===== config.mk =====
export PLATFORM = sky130hd
export DESIGN_NAME = lfu_cache_table_top
export DESIGN_NICKNAME = d
export VERILOG_FILES = /design/src/lfu_pkg.sv /design/src/lfu_ctrl.sv /design/src/lfu_datapath.sv /design/src/lfu_cache_table_top.sv
export SDC_FILE = /design/constraint.sdc
export NUM_CORES = 2
export LEC_CHECK = 0
export ABC_AREA = 1
export BUFFER_PORTS_ARGS = -buffer_cell sky130_fd_sc_hd__buf_2
export CAP_MARGIN = 25
export CORE_ASPECT_RATIO = 0.8
export CORE_MARGIN = 4
export CORE_UTILIZATION = 36
export DETAILED_ROUTE_END_ITERATION = 8
export GPL_TIMING_DRIVEN = 0
export PLACE_DENSITY = 0.53
export SLEW_MARGIN = 25
export SYNTH_ARGS = -nofsm -noshare
export SYNTH_HDL_FRONTEND = slang
export SYNTH_SLANG_ARGS = --single-unit

===== constraint.sdc =====
create_clock -name clk -period 10.3 [get_ports clk]
set_input_delay 2.06 -clock clk [delete_from_list [all_inputs] [get_ports clk]]
set_output_delay 2.06 -clock clk [all_outputs]
set_load 0.05 [all_outputs]

===== src/lfu_pkg.sv =====
package lfu_pkg;

	localparam int KEY_W   = 32;
	localparam int DATA_W  = 32;
	localparam int COUNT_W = 16;
	localparam int STAMP_W = 32;
	localparam int CAP_W   = 5;

	localparam logic [COUNT_W-1:0] COUNT_MAX = {COUNT_W{1'b1}};
	localparam logic [CAP_W-1:0]   CAP_RESET = CAP_W'(16);

	localparam logic KIND_GET = 1'b0;
	localparam logic KIND_PUT = 1'b1;

	typedef struct packed {
		logic [KEY_W-1:0]   key;
		logic [DATA_W-1:0]  data;
		logic [COUNT_W-1:0] count;
		logic [STAMP_W-1:0] stamp;
	} lfu_row_t;

	typedef struct packed {
		logic load;
		logic scan_rd;
		logic update;
	} lfu_cmd_t;

	typedef enum logic [1:0] {
		ST_IDLE,
		ST_SCAN,
		ST_DRAIN,
		ST_UPDATE
	} lfu_state_t;

endpackage


===== src/lfu_ctrl.sv =====
module lfu_ctrl import lfu_pkg::*; #(
	parameter int ENTRIES = 16,
	parameter int IW      = (ENTRIES > 1) ? $clog2(ENTRIES) : 1
) (
	input  logic          clk,
	input  logic          arst_n,
	input  logic          start,
	output logic          busy,
	output logic          done,
	output lfu_cmd_t      cmd,
	output logic [IW-1:0] addr
);

	lfu_state_t state_q, state_d;
	logic [IW-1:0] addr_q, addr_d;
	logic done_q;
	logic last;

	assign last = (addr_q == IW'(ENTRIES - 1));

	always_ff @(posedge clk or negedge arst_n) begin
		if (!arst_n) begin
			state_q <= ST_IDLE;
			addr_q  <= '0;
			done_q  <= 1'b0;
		end else begin
			state_q <= state_d;
			addr_q  <= addr_d;
			done_q  <= (state_q == ST_UPDATE);
		end
	end

	always_comb begin
		state_d     = state_q;
		addr_d      = addr_q;
		cmd.load    = 1'b0;
		cmd.scan_rd = 1'b0;
		cmd.update  = 1'b0;
		unique case (state_q)
			ST_IDLE: begin
				addr_d = '0;
				if (start) begin
					cmd.load = 1'b1;
					state_d  = ST_SCAN;
				end
			end
			ST_SCAN: begin
				cmd.scan_rd = 1'b1;
				addr_d      = addr_q + IW'(1);
				if (last) begin
					addr_d  = '0;
					state_d = ST_DRAIN;
				end
			end
			ST_DRAIN: begin
				state_d = ST_UPDATE;
			end
			ST_UPDATE: begin
				cmd.update = 1'b1;
				state_d    = ST_IDLE;
			end
			default: begin
				state_d = ST_IDLE;
			end
		endcase
	end

	assign busy = (state_q != ST_IDLE);
	assign done = done_q;
	assign addr = addr_q;

endmodule


===== src/lfu_datapath.sv =====
module lfu_datapath import lfu_pkg::*; #(
	parameter int ENTRIES = 16,
	parameter int IW      = (ENTRIES > 1) ? $clog2(ENTRIES) : 1
) (
	input  logic               clk,
	input  logic               arst_n,
	input  lfu_cmd_t           cmd,
	input  logic [IW-1:0]      addr,
	input  logic [CAP_W-1:0]   capacity,
	input  logic               kind,
	input  logic [KEY_W-1:0]   key,
	input  logic [DATA_W-1:0]  value,
	output logic               hit,
	output logic [DATA_W-1:0]  read_value,
	output logic               evicted,
	output logic [KEY_W-1:0]   evicted_key
);

	localparam int OW = $clog2(ENTRIES + 1);
	localparam int CW = (OW > CAP_W) ? OW : CAP_W;

	lfu_row_t mem [ENTRIES];

	logic [ENTRIES-1:0] valid_q;
	logic [OW-1:0]      occ_q;
	logic [STAMP_W-1:0] tick_q;

	logic               kind_q;
	logic [KEY_W-1:0]   key_q;
	logic [DATA_W-1:0]  value_q;

	lfu_row_t      row_s1;
	logic [IW-1:0] idx_s1;
	logic          vld_s1;
	logic          eval_s1;

	logic               match_q;
	logic [IW-1:0]      match_idx_q;
	logic [DATA_W-1:0]  match_data_q;
	logic [COUNT_W-1:0] match_count_q;

	logic          free_q;
	logic [IW-1:0] free_idx_q;

	logic               best_q;
	logic [IW-1:0]      best_idx_q;
	logic [COUNT_W-1:0] best_cnt_q;
	logic [STAMP_W-1:0] best_age_q;
	logic [KEY_W-1:0]   best_key_q;

	logic               hit_q;
	logic [DATA_W-1:0]  rd_q;
	logic               ev_q;
	logic [KEY_W-1:0]   evk_q;

	logic [STAMP_W-1:0] age;
	logic               better;
	logic [CW-1:0]      cap_ext, cap_eff, occ_ext;
	logic [COUNT_W-1:0] count_inc;

	logic               we;
	logic [IW-1:0]      waddr;
	lfu_row_t           wrow;
	logic               set_valid;
	logic               occ_inc;
	logic               ev_d;
	logic [DATA_W-1:0]  rd_d;
	logic [KEY_W-1:0]   evk_d;

	assign age    = tick_q - row_s1.stamp;
	assign better = !best_q || (row_s1.count < best_cnt_q) ||
		((row_s1.count == best_cnt_q) && (age > best_age_q));

	assign cap_ext   = CW'(capacity);
	assign cap_eff   = (cap_ext > CW'(ENTRIES)) ? CW'(ENTRIES) : cap_ext;
	assign occ_ext   = CW'(occ_q);
	assign count_inc = (match_count_q == COUNT_MAX) ? COUNT_MAX : match_count_q + COUNT_W'(1);

	always_comb begin
		we         = 1'b0;
		waddr      = match_idx_q;
		wrow.key   = key_q;
		wrow.data  = value_q;
		wrow.count = count_inc;
		wrow.stamp = tick_q;
		set_valid  = 1'b0;
		occ_inc    = 1'b0;
		ev_d       = 1'b0;
		rd_d       = '0;
		evk_d      = '0;
		if (kind_q == KIND_GET) begin
			if (match_q) begin
				we        = 1'b1;
				wrow.data = match_data_q;
				rd_d      = match_data_q;
			end
		end else if (cap_eff != '0) begin
			if (match_q) begin
				we = 1'b1;
			end else if (occ_ext >= cap_eff) begin
				we         = best_q;
				waddr      = best_idx_q;
				wrow.count = COUNT_W'(1);
				ev_d       = best_q;
				evk_d      = best_q ? best_key_q : '0;
			end else begin
				we         = free_q;
				waddr      = free_idx_q;
				wrow.count = COUNT_W'(1);
				set_valid  = free_q;
				occ_inc    = free_q;
			end
		end
	end

	always_ff @(posedge clk) begin
		if (cmd.update && we) begin
			mem[waddr] <= wrow;
		end
		if (cmd.scan_rd) begin
			row_s1 <= mem[addr];
		end
		idx_s1 <= addr;
		vld_s1 <= valid_q[addr];
	end

	always_ff @(posedge clk) begin
		if (cmd.load) begin
			kind_q  <= kind;
			key_q   <= key;
			value_q <= value;
		end
		if (eval_s1) begin
			if (vld_s1 && (row_s1.key == key_q) && !match_q) begin
				match_idx_q   <= idx_s1;
				match_data_q  <= row_s1.data;
				match_count_q <= row_s1.count;
			end
			if (!vld_s1 && !free_q) begin
				free_idx_q <= idx_s1;
			end
			if (vld_s1 && better) begin
				best_idx_q <= idx_s1;
				best_cnt_q <= row_s1.count;
				best_age_q <= age;
				best_key_q <= row_s1.key;
			end
		end
		if (cmd.update) begin
			rd_q  <= rd_d;
			evk_q <= evk_d;
		end
	end

	always_ff @(posedge clk or negedge arst_n) begin
		if (!arst_n) begin
			valid_q <= '0;
			occ_q   <= '0;
			tick_q  <= '0;
			eval_s1 <= 1'b0;
			match_q <= 1'b0;
			free_q  <= 1'b0;
			best_q  <= 1'b0;
			hit_q   <= 1'b0;
			ev_q    <= 1'b0;
		end else begin
			eval_s1 <= cmd.scan_rd;
			if (cmd.load) begin
				match_q <= 1'b0;
				free_q  <= 1'b0;
				best_q  <= 1'b0;
			end else if (eval_s1) begin
				if (vld_s1 && (row_s1.key == key_q)) begin
					match_q <= 1'b1;
				end
				if (!vld_s1) begin
					free_q <= 1'b1;
				end
				if (vld_s1) begin
					best_q <= 1'b1;
				end
			end
			if (cmd.update) begin
				if (set_valid) begin
					valid_q[waddr] <= 1'b1;
				end
				if (occ_inc) begin
					occ_q <= occ_q + OW'(1);
				end
				tick_q <= tick_q + STAMP_W'(1);
				hit_q  <= match_q;
				ev_q   <= ev_d;
			end
		end
	end

	assign hit         = hit_q;
	assign read_value  = rd_q;
	assign evicted     = ev_q;
	assign evicted_key = evk_q;

endmodule


===== src/lfu_cache_table_top.sv =====
// Key/value store of ENTRIES slots with least-frequently-used replacement, ties going
// to the least recently used slot. A word is taken when start is high and busy is low.
// Busy then stays high through the scan, drain and update states. The slot memory
// is scanned one slot per cycle to find the key, the first free slot and the victim.
// A drain state then takes in the last slot that was read, and an update state writes
// the table. Done rises in the same cycle that busy falls. The result is put on hit,
// read_value, evicted and evicted_key in the cycle in which done is high, and is held
// until the next word updates the table. The receiver cannot stall it, so it must
// capture the word in that cycle. A new word may be started in that same cycle, and it
// is taken at the edge that ends it, so a new word is never taken before the last one's
// result is out. The capacity register at address 0 may be written only while busy
// is low and no done strobe is pending.
module lfu_cache_table_top import lfu_pkg::*; #(
	parameter int ENTRIES = 16
) (
	input  logic               clk,
	input  logic               arst_n,
	input  logic               psel,
	input  logic               penable,
	input  logic               pwrite,
	input  logic [2:0]         paddr,
	input  logic [31:0]        pwdata,
	output logic [31:0]        prdata,
	output logic               pready,
	input  logic               start,
	output logic               busy,
	input  logic               kind,
	input  logic [KEY_W-1:0]   key,
	input  logic [DATA_W-1:0]  value,
	output logic               done,
	output logic               hit,
	output logic [DATA_W-1:0]  read_value,
	output logic               evicted,
	output logic [KEY_W-1:0]   evicted_key
);

	localparam int IW = (ENTRIES > 1) ? $clog2(ENTRIES) : 1;

	logic [CAP_W-1:0] capacity_q;
	lfu_cmd_t         cmd;
	logic [IW-1:0]    addr;
	logic             accept;

	always_ff @(posedge clk or negedge arst_n) begin
		if (!arst_n) begin
			capacity_q <= CAP_RESET;
		end else if (psel && penable && pwrite && (paddr[2] == 1'b0)) begin
			capacity_q <= pwdata[CAP_W-1:0];
		end
	end

	assign pready = 1'b1;
	assign prdata = (paddr[2] == 1'b0) ? {{(32 - CAP_W){1'b0}}, capacity_q} : '0;
	assign accept = start && !busy;

	lfu_ctrl #(
		.ENTRIES(ENTRIES),
		.IW     (IW)
	) u_ctrl (
		.clk   (clk),
		.arst_n(arst_n),
		.start (accept),
		.busy  (busy),
		.done  (done),
		.cmd   (cmd),
		.addr  (addr)
	);

	lfu_datapath #(
		.ENTRIES(ENTRIES),
		.IW     (IW)
	) u_datapath (
		.clk        (clk),
		.arst_n     (arst_n),
		.cmd        (cmd),
		.addr       (addr),
		.capacity   (capacity_q),
		.kind       (kind),
		.key        (key),
		.value      (value),
		.hit        (hit),
		.read_value (read_value),
		.evicted    (evicted),
		.evicted_key(evicted_key)
	);

endmodule


==> impl_metrics.tcl <==
set metrics [dict create \
    status "finished, final reports clean" \
    r2r-start "u_datapath.tick_q[0]" \
    worst_setup_path_start_kind "flop" \
    grtUsageMet3 0.0569 \
    ys_ff_latch 2249 \
    grt_max_degree 63 \
    ioPinCount 207 \
    yosys_warnings 0 \
    endpoint_kind "flop" \
    worst_pin_slew_ps 1170 \
    cpMostUsedCell "nand2_1" \
    ir_drop_v 0.000191 \
    maxCapViolCount 0 \
    grt_overflow_total 0 \
    r2r_cells 27 \
    grt_pass1_vias 56335 \
    vias 59693 \
    cts_tree "built" \
    crit_buf_inv 6 \
    ys_async_sr_fraction 0.0316 \
    path_class "reg -> reg" \
    grt_usage 0.227 \
    r2r_slack_ps 4630 \
    finalHoldViolations 0 \
    crit_arrival_ps 6180 \
    synthTopCellsByCount "edfxtp_1 (2,173), nor2_1 (1,070), o21ai_0 (970)" \
    ys_top_cells_by_area "edfxtp_1 (73%), o21ai_0 (5.4%), nor2_1 (4.5%)" \
    setup_viol 0 \
    synth-main-ff-cell "edfxtp_1" \
    hold_class "reg -> reg" \
    post_cts_buffers 0 \
    dpl.hpwl_mm 208 \
    rsz0062_at_grt "false" \
    clk_latency_ps 880 \
    synth-edff-count 2173 \
    min_to "u_datapath.idx_s1[2]" \
    via_per_inst 5.57 \
    relSlewSlack 0.217 \
    fin_skew_ps 85.1 \
    finalWirelength_mm 302 \
    cts.path.max_buffers 4 \
    drive_above_1_share 0.118 \
    antenna_found_initial 21 \
    post-route-period-util 0.550 \
    yosys.area.top_type "edfxtp_1" \
    fp.dieH_um 455 \
    drcViolationCount 0 \
    yosysMostFrequentCell "edfxtp_1" \
    drt_iter0_drc 8085 \
    max_stage_delay_ps 890 \
    p_per_area_nw_per_um2 266 \
    post_drt_wl_per_cell_um 28.2 \
    start_util 0.363 \
    chipWidth_um 567 \
    min_period_ps 5670 \
    netlist-cell-type-count 55 \
    clock_sinks 2249 \
    critPathRequiredTime_ps 10810 \
    met2_usage 0.330 \
    crit_slowest_cell "dfrtp_1" \
    cts_hold_buf 0 \
    clkTransAtPathRegs_ps 60 \
    p_leak_nw 36.8 \
    fin_total_pwr_mw 28.3 \
    fin_tns_setup_ps 0 \
    num_rows 163 \
    grt_pass1_wl_mm 423 \
    drv_slew 0 \
    fillCellCount 22552 \
    nNetsFinal 7418 \
    die-area_um2 258000 \
    crit_family "simple AND/OR/NAND/NOR gates" \
    met1_usage 0.335 \
    io_buffers 149 \
    synth_area_um2 89900 \
    antenna_left 0 \
    r2r_end "u_datapath.best_age_q[21]" \
    cts_inserted_buffers 222 \
    firstDrtPassIters 5 \
    hold_path_depth 0 \
    gp_congestion 0.836 \
    ys_seq_area_frac 0.747 \
    core_area_um2 248000 \
    synth_cells 6639 \
    root_buffer "clkbuf_16" \
    htreeDepth 4 \
    worstPathMaxFanout 20 \
    timing.fmax_mhz 176 \
    min-delay-start "u_ctrl.addr[2]" \
    avgSynthCellArea_um2 13.5 \
    syn2layout_area_growth_pct 18.2 \
    synth_top_area_frac 0.726 \
    cts_resized 0 \
    grt-busiest-layer "met1" \
]
area by class of cell:
class                           count  area, um^2  share of cell area
Antenna cell                       12        30.0            0.000283
Buffer                            424        2230              0.0210
Clock buffer                      281        5900              0.0555
Clock inverter                    120         955             0.00898
Inverter                          317        1200              0.0113
Multi-Input combinational cell   3675       19700               0.186
Sequential cell                  2249       67100               0.632
Tap cell                         3300        4130              0.0389
Timing Repair Buffer              330        4950              0.0466
through the flow:
step,std cells,area [um^2],util,hold WS (ps),setup WS [ps]
floorplan,6665,90000,-,342,2350
global placement,10114,94900,0.383,362,-6860
detailed placement,10294,99400,0.401,352,4680
CTS,10695,106000,0.429,381,4620
global route,10700,106000,0.429,385,4310
finish,10708,106000,0.429,380,4630
layer usage:
layer / vias to the layer above / wire length [um]
met5: - / 41
met1: 30057 / 131000
li1: 25878 / -
met4: 6 / 9110
met2: 3303 / 127000
met3: 449 / 34000
cells by family (layout without fill, tap and decap cells):
group | count (synthesis) | count (layout) | share of synthesized area
flops | 2249 | 2249 | 0.747
simple gates | 1809 | 1809 | 0.0824
compound gates | 1673 | 1673 | 0.113
buf+inv | 741 | 1472 | 0.0378
fa+ha+maj | 93 | 93 | 0.0130
xor+xnor | 72 | 72 | 0.00701
other cells | 2 | 40 | 0.0000835
layout by cell type (no fill, tap or decap), drive strengths merged:
cell type and n:
or2 11, nand3 196, a21o 8, o21bai 9
conb 28, xnor2 24, xor2 48, fa 1
edfxtp 2173, a21oi 86, a21boi 2, nor3 23
clkinv 93, diode 12, nand3b 2, bufinv 13
buf 466, inv 322, o22ai 131, o21a 5
ha 92, o221ai 323, dfxtp 5, dfstp 1
nand2 455, o21ai 977, nor4 9, a31oi 3
clkinvlp 9, nand4 26, clkbuf 569, dfrtp 70
o211ai 129, nor2 1087
worst max path at each step:
stage,from,end,depth (start not counted),slack [ps]
3_3_place_gp,u_ctrl.state_q[0],u_datapath.mem[11][71],5,-6860
2_1_floorplan,u_ctrl.state_q[0],u_datapath.mem[10][0],5,2350
4_1_cts,u_datapath.tick_q[0],u_datapath.best_age_q[21],27,4620
5_1_grt,u_datapath.tick_q[0],u_datapath.best_age_q[21],27,4310
6_report,u_datapath.tick_q[0],u_datapath.best_age_q[21],27,4630
3_5_place_dp,u_datapath.tick_q[0],u_datapath.best_age_q[30],27,4680
sequential cells by signal, summed over array words and instances (netlist names), 5 cells and up:
| name | cells |
|---|---|
| u_datapath.occ_ext | 5 |
| capacity_q | 5 |
| u_datapath.row_s1 | 112 |
| u_datapath.best_key_q | 32 |
| u_datapath.match_count_q | 16 |
| u_datapath.mem | 1792 |
| u_datapath.best_age_q | 32 |
| u_datapath.valid_q | 16 |
| u_datapath.match_data_q | 32 |
| u_datapath.tick_q | 32 |
| u_datapath.best_cnt_q | 16 |
| u_datapath.evicted_key | 32 |
| u_datapath.read_value | 32 |
| u_datapath.key_q | 32 |
| u_datapath.value_q | 32 |
power by group:
group | internal (mW) | switching (mW) | total, mW
clock | 4.36 | 3.51 | 7.88
combinational | 2.26 | 6.66 | 8.92
sequential | 11.1 | 0.406 | 11.5
(Power assumes the default switching activity.)
